## src/hdl/lcg_pkg.sv

```systemverilog
package lcg_pkg;

  localparam int STATE_BITS_DEF = 20;
  localparam int IRWIN_TERMS    = 12;

  localparam int CFG_W      = 20;
  localparam int MOD_W      = 21;
  localparam int RANGE_W    = 32;
  localparam int SAMPLE_W   = 32;
  localparam int CFG_IDX_W  = 3;
  localparam int CFG_DATA_W = 32;

  localparam logic [CFG_W-1:0]   SEED_RST       = CFG_W'(0);
  localparam logic [CFG_W-1:0]   MULT_RST       = CFG_W'(4096);
  localparam logic [CFG_W-1:0]   INC_RST        = CFG_W'(150889);
  localparam logic [MOD_W-1:0]   MOD_RST        = MOD_W'(714025);
  localparam logic [RANGE_W-1:0] RANGE_LOW_RST  = RANGE_W'(0);
  localparam logic [RANGE_W-1:0] RANGE_HIGH_RST = RANGE_W'(255);

  localparam logic [MOD_W-1:0]   MOD_MIN        = MOD_W'(2);

  localparam logic OP_UNIFORM = 1'b0;
  localparam logic OP_NORMAL  = 1'b1;

  typedef enum logic [CFG_IDX_W-1:0] {
    REG_SEED,
    REG_MULT,
    REG_INC,
    REG_MOD,
    REG_RANGE_LOW,
    REG_RANGE_HIGH
  } cfg_reg_t;

  typedef enum logic [3:0] {
    ST_IDLE,
    ST_ADV_MUL,
    ST_ADV_DIV,
    ST_ADV_WAIT,
    ST_UNI_SPAN,
    ST_UNI_LOW,
    ST_NRM_BIAS,
    ST_FIN_DIV,
    ST_FIN_WAIT,
    ST_DONE
  } seq_state_t;

  typedef enum logic [1:0] {
    MAC_ADV,
    MAC_SPAN,
    MAC_LOW,
    MAC_BIAS
  } mac_op_t;

  typedef struct packed {
    logic    en;
    mac_op_t op;
  } mac_ctrl_t;

endpackage

```

## src/hdl/lcg_mac.sv

```systemverilog
module lcg_mac #(
  parameter int STATE_BITS = lcg_pkg::STATE_BITS_DEF,
  parameter int ACC_W      = 56,
  parameter int SUM_W      = 25
) (
  input  logic                                clk,
  input  lcg_pkg::mac_ctrl_t                  ctrl,
  input  logic [lcg_pkg::CFG_W-1:0]           multiplier,
  input  logic [lcg_pkg::CFG_W-1:0]           increment,
  input  logic [STATE_BITS-1:0]               gen_state,
  input  logic [lcg_pkg::MOD_W-1:0]           modulus_eff,
  input  logic signed [lcg_pkg::RANGE_W-1:0]  range_low,
  input  logic signed [lcg_pkg::RANGE_W-1:0]  range_high,
  input  logic [SUM_W-1:0]                    sum,
  output logic signed [ACC_W-1:0]             acc
);

  localparam int MA_W = lcg_pkg::RANGE_W + 1;
  localparam int MB_W = ((STATE_BITS > lcg_pkg::MOD_W) ? STATE_BITS : lcg_pkg::MOD_W) + 1;
  localparam int PR_W = MA_W + MB_W;

  logic signed [MA_W-1:0]  op_a;
  logic signed [MB_W-1:0]  op_b;
  logic signed [ACC_W-1:0] addend;
  logic signed [PR_W-1:0]  prod;
  logic signed [ACC_W-1:0] acc_r;
  logic signed [ACC_W-1:0] acc_nxt;

  always_comb begin
    case (ctrl.op)
      lcg_pkg::MAC_ADV: begin
        op_a   = MA_W'(multiplier);
        op_b   = MB_W'(gen_state);
        addend = ACC_W'(increment);
      end
      lcg_pkg::MAC_SPAN: begin
        op_a   = MA_W'(range_high) - MA_W'(range_low);
        op_b   = MB_W'(gen_state);
        addend = '0;
      end
      lcg_pkg::MAC_LOW: begin
        op_a   = MA_W'(range_low);
        op_b   = MB_W'(modulus_eff);
        addend = acc_r;
      end
      lcg_pkg::MAC_BIAS: begin
        // 2*sum - terms*M
        op_a   = MA_W'(-lcg_pkg::IRWIN_TERMS);
        op_b   = MB_W'(modulus_eff);
        addend = ACC_W'({sum, 1'b0});
      end
      default: begin
        op_a   = '0;
        op_b   = '0;
        addend = '0;
      end
    endcase
  end

  assign prod    = op_a * op_b;
  assign acc_nxt = ACC_W'(prod) + addend;

  always_ff @(posedge clk) begin
    if (ctrl.en) begin
      acc_r <= acc_nxt;
    end
  end

  assign acc = acc_r;

endmodule

```

## src/hdl/lcg_div.sv

```systemverilog
module lcg_div #(
  parameter int DW  = 55,
  parameter int DVW = 22
) (
  input  logic                     clk,
  input  logic                     rst_n,
  input  logic                     start,
  input  logic [$clog2(DW+1)-1:0]  count,
  input  logic [DW-1:0]            dividend,
  input  logic [DVW-1:0]           divisor,
  output logic                     busy,
  output logic [DW-1:0]            quotient,
  output logic [DVW-1:0]           remainder
);

  localparam int CNT_W = $clog2(DW+1);
  localparam int IX_W  = $clog2(DW);

  logic             busy_r;
  logic [CNT_W-1:0] cnt_r;
  logic [DW-1:0]    dvd_r;
  logic [DVW-1:0]   dsr_r;
  logic [DVW-1:0]   rem_r;
  logic [DW-1:0]    quo_r;

  logic             dvd_bit;
  logic [DVW:0]     cand;
  logic [DVW:0]     diff;
  logic             ge;
  logic [DVW-1:0]   rem_nxt;

  // restoring division, one quotient bit per cycle, MSB first
  assign dvd_bit = dvd_r[IX_W'(cnt_r - CNT_W'(1))];
  assign cand    = {rem_r, dvd_bit};
  assign diff    = cand - {1'b0, dsr_r};
  assign ge      = (cand >= {1'b0, dsr_r});
  assign rem_nxt = ge ? diff[DVW-1:0] : cand[DVW-1:0];

  always_ff @(posedge clk) begin
    if (!rst_n) begin
      busy_r <= 1'b0;
      cnt_r  <= '0;
    end else if (start) begin
      busy_r <= 1'b1;
      cnt_r  <= count;
    end else if (busy_r) begin
      cnt_r <= cnt_r - CNT_W'(1);
      if (cnt_r == CNT_W'(1)) begin
        busy_r <= 1'b0;
      end
    end
  end

  always_ff @(posedge clk) begin
    if (start) begin
      dvd_r <= dividend;
      dsr_r <= divisor;
      rem_r <= '0;
      quo_r <= '0;
    end else if (busy_r) begin
      rem_r <= rem_nxt;
      quo_r <= {quo_r[DW-2:0], ge};
    end
  end

  assign busy      = busy_r;
  assign quotient  = quo_r;
  assign remainder = rem_r;

  a_no_restart_while_busy: assert property (@(posedge clk) disable iff (!rst_n)
    start |-> !busy_r)
    else $error("divider restarted while busy");

  a_rem_below_divisor: assert property (@(posedge clk) disable iff (!rst_n)
    busy_r |-> (rem_r < dsr_r))
    else $error("partial remainder not below divisor");

  a_ends_on_last_bit: assert property (@(posedge clk) disable iff (!rst_n)
    (busy_r && !start && cnt_r == CNT_W'(1)) |=> !busy_r)
    else $error("divider did not finish after last bit");

endmodule

```

## src/hdl/lcg_uniform_normal_generator.sv

```systemverilog
// Linear congruential generator with uniform and Irwin-Hall normal draws.
// One transaction in gives one transaction out. The block handles one item
// at a time: in_stall stays high from acceptance until the result has been
// loaded into the output register. Every generator step and the final
// scaling run through one shared restoring divider that retires one bit per
// cycle, so the divider sets the latency: a uniform draw runs one generator
// step and one scale division, a normal draw twelve steps and one scale
// division. The next item can be accepted while the previous result is
// still waiting in the output register.
module lcg_uniform_normal_generator #(
  parameter int STATE_BITS = lcg_pkg::STATE_BITS_DEF
) (
  input  logic                                 clk,
  input  logic                                 rst_n,

  input  logic                                 in_valid,
  output logic                                 in_stall,
  input  logic                                 in_operation,
  input  logic                                 in_restart,

  output logic                                 out_valid,
  input  logic                                 out_stall,
  output logic signed [lcg_pkg::SAMPLE_W-1:0]  out_sample_value,
  output logic [STATE_BITS-1:0]                out_raw_state,

  input  logic                                 cfg_we,
  input  logic [lcg_pkg::CFG_IDX_W-1:0]        cfg_index,
  input  logic [lcg_pkg::CFG_DATA_W-1:0]       cfg_wdata
);

  localparam int ADV_W  = lcg_pkg::CFG_W + STATE_BITS + 1;
  localparam int UNI_W  = lcg_pkg::RANGE_W + lcg_pkg::MOD_W + 2;
  localparam int DW     = (ADV_W > UNI_W) ? ADV_W : UNI_W;
  localparam int ACC_W  = DW + 1;
  localparam int DVW    = lcg_pkg::MOD_W + 1;
  localparam int SUM_W  = lcg_pkg::MOD_W + $clog2(lcg_pkg::IRWIN_TERMS);
  localparam int CNT_W  = $clog2(DW + 1);
  localparam int TERM_W = $clog2(lcg_pkg::IRWIN_TERMS);
  localparam int CAP_W  = STATE_BITS + 1;
  localparam int CMP_W  = (CAP_W > lcg_pkg::MOD_W) ? CAP_W : lcg_pkg::MOD_W;
  localparam logic [CMP_W-1:0] MOD_CAP = CMP_W'(1) << STATE_BITS;

  // configuration registers
  logic [lcg_pkg::CFG_W-1:0]          seed_r;
  logic [lcg_pkg::CFG_W-1:0]          mult_r;
  logic [lcg_pkg::CFG_W-1:0]          inc_r;
  logic [lcg_pkg::MOD_W-1:0]          mod_r;
  logic signed [lcg_pkg::RANGE_W-1:0] range_low_r;
  logic signed [lcg_pkg::RANGE_W-1:0] range_high_r;

  lcg_pkg::seq_state_t state_r;
  lcg_pkg::seq_state_t state_nxt;

  logic                      op_r;
  logic [TERM_W-1:0]         term_r;
  logic [STATE_BITS-1:0]     gen_state_r;
  logic [SUM_W-1:0]          sum_r;

  logic                              out_valid_r;
  logic signed [lcg_pkg::SAMPLE_W-1:0] out_sample_r;
  logic [STATE_BITS-1:0]             out_raw_r;

  logic [lcg_pkg::MOD_W-1:0] eff_mod;
  logic                      in_acc;
  logic                      out_free;
  logic                      adv_done;
  logic                      out_load;

  lcg_pkg::mac_ctrl_t        mac_ctrl;
  logic signed [ACC_W-1:0]   acc;
  logic                      acc_neg;
  logic [DW-1:0]             acc_mag;

  logic                      div_start;
  logic [CNT_W-1:0]          div_count;
  logic [DVW-1:0]            div_divisor;
  logic                      div_busy;
  logic [DW-1:0]             div_quo;
  logic [DVW-1:0]            div_rem;
  logic [DW-1:0]             quo_signed;

  // modulus clamped to [2, 2^STATE_BITS]
  always_comb begin
    if (mod_r < lcg_pkg::MOD_MIN) begin
      eff_mod = lcg_pkg::MOD_MIN;
    end else if (CMP_W'(mod_r) > MOD_CAP) begin
      eff_mod = lcg_pkg::MOD_W'(MOD_CAP);
    end else begin
      eff_mod = mod_r;
    end
  end

  always_ff @(posedge clk) begin
    if (!rst_n) begin
      seed_r       <= lcg_pkg::SEED_RST;
      mult_r       <= lcg_pkg::MULT_RST;
      inc_r        <= lcg_pkg::INC_RST;
      mod_r        <= lcg_pkg::MOD_RST;
      range_low_r  <= lcg_pkg::RANGE_LOW_RST;
      range_high_r <= lcg_pkg::RANGE_HIGH_RST;
    end else if (cfg_we) begin
      case (cfg_index)
        lcg_pkg::REG_SEED:       seed_r       <= cfg_wdata[lcg_pkg::CFG_W-1:0];
        lcg_pkg::REG_MULT:       mult_r       <= cfg_wdata[lcg_pkg::CFG_W-1:0];
        lcg_pkg::REG_INC:        inc_r        <= cfg_wdata[lcg_pkg::CFG_W-1:0];
        lcg_pkg::REG_MOD:        mod_r        <= cfg_wdata[lcg_pkg::MOD_W-1:0];
        lcg_pkg::REG_RANGE_LOW:  range_low_r  <= cfg_wdata[lcg_pkg::RANGE_W-1:0];
        lcg_pkg::REG_RANGE_HIGH: range_high_r <= cfg_wdata[lcg_pkg::RANGE_W-1:0];
        default: ;
      endcase
    end
  end

  assign in_stall = (state_r != lcg_pkg::ST_IDLE);
  assign in_acc   = in_valid && !in_stall;
  assign out_free = !out_valid_r || !out_stall;

  // sequencer: next state
  always_comb begin
    state_nxt = state_r;
    case (state_r)
      lcg_pkg::ST_IDLE: begin
        if (in_valid) begin
          state_nxt = lcg_pkg::ST_ADV_MUL;
        end
      end
      lcg_pkg::ST_ADV_MUL:  state_nxt = lcg_pkg::ST_ADV_DIV;
      lcg_pkg::ST_ADV_DIV:  state_nxt = lcg_pkg::ST_ADV_WAIT;
      lcg_pkg::ST_ADV_WAIT: begin
        if (!div_busy) begin
          if (op_r == lcg_pkg::OP_UNIFORM) begin
            state_nxt = lcg_pkg::ST_UNI_SPAN;
          end else if (term_r == TERM_W'(lcg_pkg::IRWIN_TERMS - 1)) begin
            state_nxt = lcg_pkg::ST_NRM_BIAS;
          end else begin
            state_nxt = lcg_pkg::ST_ADV_MUL;
          end
        end
      end
      lcg_pkg::ST_UNI_SPAN: state_nxt = lcg_pkg::ST_UNI_LOW;
      lcg_pkg::ST_UNI_LOW:  state_nxt = lcg_pkg::ST_FIN_DIV;
      lcg_pkg::ST_NRM_BIAS: state_nxt = lcg_pkg::ST_FIN_DIV;
      lcg_pkg::ST_FIN_DIV:  state_nxt = lcg_pkg::ST_FIN_WAIT;
      lcg_pkg::ST_FIN_WAIT: begin
        if (!div_busy) begin
          state_nxt = lcg_pkg::ST_DONE;
        end
      end
      lcg_pkg::ST_DONE: begin
        if (out_free) begin
          state_nxt = lcg_pkg::ST_IDLE;
        end
      end
      default: state_nxt = lcg_pkg::ST_IDLE;
    endcase
  end

  // sequencer: outputs
  always_comb begin
    mac_ctrl.en = 1'b0;
    mac_ctrl.op = lcg_pkg::MAC_ADV;
    div_start   = 1'b0;
    div_count   = CNT_W'(DW);
    div_divisor = {1'b0, eff_mod};
    adv_done    = 1'b0;
    out_load    = 1'b0;
    case (state_r)
      lcg_pkg::ST_ADV_MUL: begin
        mac_ctrl.en = 1'b1;
        mac_ctrl.op = lcg_pkg::MAC_ADV;
      end
      lcg_pkg::ST_ADV_DIV: begin
        div_start = 1'b1;
        div_count = CNT_W'(ADV_W);
      end
      lcg_pkg::ST_ADV_WAIT: begin
        adv_done = !div_busy;
      end
      lcg_pkg::ST_UNI_SPAN: begin
        mac_ctrl.en = 1'b1;
        mac_ctrl.op = lcg_pkg::MAC_SPAN;
      end
      lcg_pkg::ST_UNI_LOW: begin
        mac_ctrl.en = 1'b1;
        mac_ctrl.op = lcg_pkg::MAC_LOW;
      end
      lcg_pkg::ST_NRM_BIAS: begin
        mac_ctrl.en = 1'b1;
        mac_ctrl.op = lcg_pkg::MAC_BIAS;
      end
      lcg_pkg::ST_FIN_DIV: begin
        div_start = 1'b1;
        // normal draw divides by 2*M
        if (op_r == lcg_pkg::OP_NORMAL) begin
          div_divisor = {eff_mod, 1'b0};
        end
      end
      lcg_pkg::ST_DONE: begin
        out_load = out_free;
      end
      default: ;
    endcase
  end

  always_ff @(posedge clk) begin
    if (!rst_n) begin
      state_r     <= lcg_pkg::ST_IDLE;
      term_r      <= '0;
      gen_state_r <= '0;
      out_valid_r <= 1'b0;
    end else begin
      state_r <= state_nxt;
      if (in_acc) begin
        term_r <= '0;
        if (in_restart) begin
          gen_state_r <= STATE_BITS'(seed_r);
        end
      end else if (adv_done) begin
        term_r      <= term_r + TERM_W'(1);
        gen_state_r <= STATE_BITS'(div_rem);
      end
      if (out_load) begin
        out_valid_r <= 1'b1;
      end else if (!out_stall) begin
        out_valid_r <= 1'b0;
      end
    end
  end

  always_ff @(posedge clk) begin
    if (in_acc) begin
      op_r  <= in_operation;
      sum_r <= '0;
    end else if (adv_done) begin
      sum_r <= sum_r + SUM_W'(div_rem);
    end
    if (out_load) begin
      out_sample_r <= lcg_pkg::SAMPLE_W'(quo_signed);
      out_raw_r    <= gen_state_r;
    end
  end

  lcg_mac #(
    .STATE_BITS (STATE_BITS),
    .ACC_W      (ACC_W),
    .SUM_W      (SUM_W)
  ) u_mac (
    .clk         (clk),
    .ctrl        (mac_ctrl),
    .multiplier  (mult_r),
    .increment   (inc_r),
    .gen_state   (gen_state_r),
    .modulus_eff (eff_mod),
    .range_low   (range_low_r),
    .range_high  (range_high_r),
    .sum         (sum_r),
    .acc         (acc)
  );

  // sign-magnitude around the unsigned divider, truncation toward zero
  assign acc_neg    = acc[ACC_W-1];
  assign acc_mag    = DW'(acc_neg ? -acc : acc);
  assign quo_signed = acc_neg ? (~div_quo + DW'(1)) : div_quo;

  lcg_div #(
    .DW  (DW),
    .DVW (DVW)
  ) u_div (
    .clk       (clk),
    .rst_n     (rst_n),
    .start     (div_start),
    .count     (div_count),
    .dividend  (acc_mag),
    .divisor   (div_divisor),
    .busy      (div_busy),
    .quotient  (div_quo),
    .remainder (div_rem)
  );

  assign out_valid        = out_valid_r;
  assign out_sample_value = out_sample_r;
  assign out_raw_state    = out_raw_r;

  // the counter sits at the term count after the last step of a normal draw
  a_term_in_range: assert property (@(posedge clk) disable iff (!rst_n)
    term_r <= TERM_W'(lcg_pkg::IRWIN_TERMS))
    else $error("step counter past last term");

  a_state_below_mod: assert property (@(posedge clk) disable iff (!rst_n)
    (state_r == lcg_pkg::ST_DONE) |-> (CMP_W'(gen_state_r) < CMP_W'(eff_mod)))
    else $error("generator state not reduced below modulus");

  a_sum_bound: assert property (@(posedge clk) disable iff (!rst_n)
    (state_r == lcg_pkg::ST_NRM_BIAS) |->
      ((SUM_W + 1)'(sum_r) < (SUM_W + 1)'(lcg_pkg::IRWIN_TERMS) * (SUM_W + 1)'(eff_mod)))
    else $error("step sum exceeds terms times modulus");

  a_div_busy_in_wait: assert property (@(posedge clk) disable iff (!rst_n)
    div_busy |-> (state_r == lcg_pkg::ST_ADV_WAIT || state_r == lcg_pkg::ST_FIN_WAIT))
    else $error("divider running outside a wait state");

endmodule
```

## config.mk

```make
export PLATFORM = sky130hd
export DESIGN_NAME = lcg_uniform_normal_generator
export DESIGN_NICKNAME = d
export VERILOG_FILES = /design/src/hdl/lcg_pkg.sv /design/src/hdl/lcg_mac.sv /design/src/hdl/lcg_div.sv /design/src/hdl/lcg_uniform_normal_generator.sv
export SDC_FILE = /design/constraint.sdc
export NUM_CORES = 2
export LEC_CHECK = 0
export BUFFER_PORTS_ARGS = -buffer_cell sky130_fd_sc_hd__buf_2
export CORE_UTILIZATION = 25
export DETAILED_ROUTE_END_ITERATION = 8
export GPL_TIMING_DRIVEN = 1
export REMOVE_ABC_BUFFERS = 1
export SETUP_SLACK_MARGIN = 0.05
export SLEW_MARGIN = 15
export SYNTH_ARGS = -nofsm -noshare
export SYNTH_HDL_FRONTEND = slang
export SYNTH_SLANG_ARGS = --single-unit
```

## constraint.sdc

```tcl
create_clock -name clk -period 17.6 [get_ports clk]
set_input_delay 1.76 -clock clk [delete_from_list [all_inputs] [get_ports clk]]
set_output_delay 1.76 -clock clk [all_outputs]
set_load 0.02 [all_outputs]
```

==> flow_summary.yaml <==
final_layout:
  n_antenna_cell: 0
  fin_util_pct: 27.8
  drive_gt1_share_pct: 6.31
  final_nets: 6652
  area_growth_pct: 10.4
  finalNonFillerCells: 8315
grt:
  grt_overflow: 0
  track_usage_pct: 16.4
  antenna_found_initial: 12
  grt_pass1_wl_um: 252000
  grt_max_degree: 94
  grt_pass1_vias: 41200
placed_design:
  place_congestion: 0.935
  dp_hpwl_um: 128000
  dp_cells: 8226
  port_buffers: 95
setup_path:
  cp_slowest_cell: "xnor2_1"
  crit_type: "flip-flop to flip-flop"
  crit_path_frequent_cell: "fa_1"
  cp-start-kind: "flip-flop"
  required_ns: 17.98
  rr_startpoint: "range_high_r[0]"
  worstSetupEndpointType: "flip-flop"
  crit_arrival_ns: 11.37
  worst_path_largest_cell_delay_ns: 0.80
  r2r_cells: 35
  crit_path_start: "range_high_r[0]"
  path_max_fanout: 29
logic_synthesis:
  synth_xor_area_share_pct: 3.85
  synth-simple-area-share_pct: 15.7
  synth_adder_area_share_pct: 35.7
  ys_warn_count: 0
  yosysUniqueCellTypes: 80
  synthMuxAreaShare_pct: 1.71
  synth_top_cell_by_area: "fa_1"
  synth_compound_area_share_pct: 12.5
  yosysMostFrequentCell: "nand2_1"
  synth.area.top_cells: "fa_1, edfxtp_1, dfxtp_1"
  synthArstFlopShare_pct: 0
  synth_flop_cell: "dfxtp_1"
  synth-edff-count: 186
  synth_seq_cells: 446
  syn_area_mm2: 0.0498
  synth.avg_cell_area_um2: 8.79
  postSynthCellCount: 5670
  synth_top_area_share_pct: 29.7
  synth_top_family_by_area: "adder cells"
  ys_seq_area_share_pct: 21.7
  synthTopCellsByCount: "nand2_1, inv_1, fa_1, nor2_1"
clocking:
  cts_buffer_depth: 3
  cts-htree-levels: 2
  clk_pin_slew_ns: 0.06
  ctsRootBufferMaster: "clkbuf_16"
  cts.sinks: 446
  post-cts-setup-buffer-count: 0
  post_cts_resized: 0
  cts_hold_buf: 0
  clock_latency_ns: 0.67
  cts_tree: "built"
  numCtsBuffers: 48
min_path:
  holdPathStages: 2
  min-delay-start: "seed_r[16]"
  min_path_type: "flip-flop to flip-flop"
routing:
  drt-total-wl_um: 163000
  drc: 0
  drtPass1Iterations: 8
  ant_nets: 0
  via_count: 40500
  wl_per_cell_um: 19.7
  vias_per_cell: 4.87
  drt_iter0_markers: 3631
timing:
  tns_ns: 0
  setup_viol: 0
  relSlewSlack_pct: 21.1
  tightest_slew_ns: 1.18
  clock_skew_ns: 0.0549
  rsz0062_at_grt: "no"
  fin_crit_sh_pct: 62.4
  achievable-frequency_mhz: 91.0
  hold_violations: 0
  slew_violations: 0
  min_period_ns: 10.99
die:
  die-height_um: 448
  initial_core_util_pct: 25.2
  dieArea_mm2: 0.201
  ioPinCount: 96
  die_x_um: 448
  rows: 163
  core-area_mm2: 0.198
power:
  p_total_uw: 4370
  powerDensity_mw_per_mm2: 79.5
  power_leakage_uw: 0.0239
  vdd_drop_max_mv: 0.0831
job:
  drv_cap: 0
status:
  status: "finished clean"
through the flow:
stage | hold slack (ns) | area (µm²) | worst slack (ns)
2_1_floorplan | 0.431 | 48700 | 3.52
3_3_place_gp | 0.454 | 53500 | 6.48
3_5_place_dp | 0.460 | 53500 | 6.81
4_1_cts | 0.470 | 55000 | 6.73
5_1_grt | 0.480 | 55000 | 6.01
6_report | 0.468 | 55000 | 6.61
sequential cells by signal, indices dropped and copies added (netlist names), 21 cells and up:
| signal | flops |
|---|---|
| u_mac.acc | 56 |
| u_div.dvd_r | 55 |
| out_sample_value | 32 |
| range_high_r | 32 |
| range_low_r | 32 |
| u_div.quotient | 32 |
| sum_r | 25 |
| u_div.dsr_r | 22 |
| u_div.remainder | 22 |
| mod_r | 21 |
where the power goes:
group | total [µW] | internal [µW] | switching [µW] | leakage (µW)
combinational | 1900 | 673 | 1230 | 0.0194
clock | 1030 | 556 | 474 | 0.000751
sequential | 1440 | 1260 | 181 | 0.00383
final timing paths:
path                    to  slack (ns)
min             seed_r[16]        0.47
max reg2reg  u_mac.acc[55]        6.61
min reg2reg     seed_r[16]        0.47
max          u_mac.acc[55]        6.61
cells by family after synthesis:
group / Yosys count
flops: 446
fa+ha+maj: 977
buf+inv: 1183
mux: 65
simple gates: 1850
compound gates: 930
xor+xnor: 219
routing by layer:
layer	GRT usage, %	share of wire, %	vias to the layer above
li1	-	-	18100
met1	21.6	42	20300
met5	0	0.014	-
met3	2.86	7.9	376
met2	26.6	46	1670
met4	6.65	4.7	4
final cells by class:
type                            instances  area (µm²)
Clock inverter                         20         195
Timing Repair Buffer                  199        1260
Sequential cell                       446       10800
Inverter                              900        3380
Multi-Input combinational cell       4041       34700
Tap cell                             2640        3300
Fill cell                           21000      143000
Clock buffer                           69        1350
critical path: cells and delay by family, from the launching register on:
kind | cells | cell delay [ns]
AO/OA/AOI/OAI | 10 | 2.62
XOR/XNOR | 3 | 1.13
adder cells (fa/ha/maj) | 9 | 4.68
buffers and inverters | 7 | 0.90
flip-flops | 1 | 0.30
AND/OR/NAND/NOR | 6 | 1.03
placed cells by master, fill, tap and decap left out, drive strengths merged, types with 16 or more instances in the layout:
| cell type | instances |
|---|---|
| a222oi | 18 |
| o21ai | 220 |
| buf | 199 |
| edfxtp | 186 |
| xnor2 | 169 |
| o21bai | 26 |
| mux2i | 48 |
| nor2 | 452 |
| dfxtp | 260 |
| nor2b | 20 |
| a21oi | 206 |
| mux4 | 16 |
| ha | 235 |
| or3 | 25 |
| a21o | 66 |
| a211oi | 19 |
| o21a | 38 |
| nand2 | 982 |
| nand3 | 105 |
| o211ai | 22 |
| xor2 | 50 |
| nand2b | 40 |
| nor3 | 72 |
| o31ai | 31 |
| and3 | 50 |
| inv | 903 |
| and2 | 27 |
| a21boi | 126 |
| clkbuf | 69 |
| fa | 739 |
| o211a | 23 |
(Power assumes the default switching activity.)
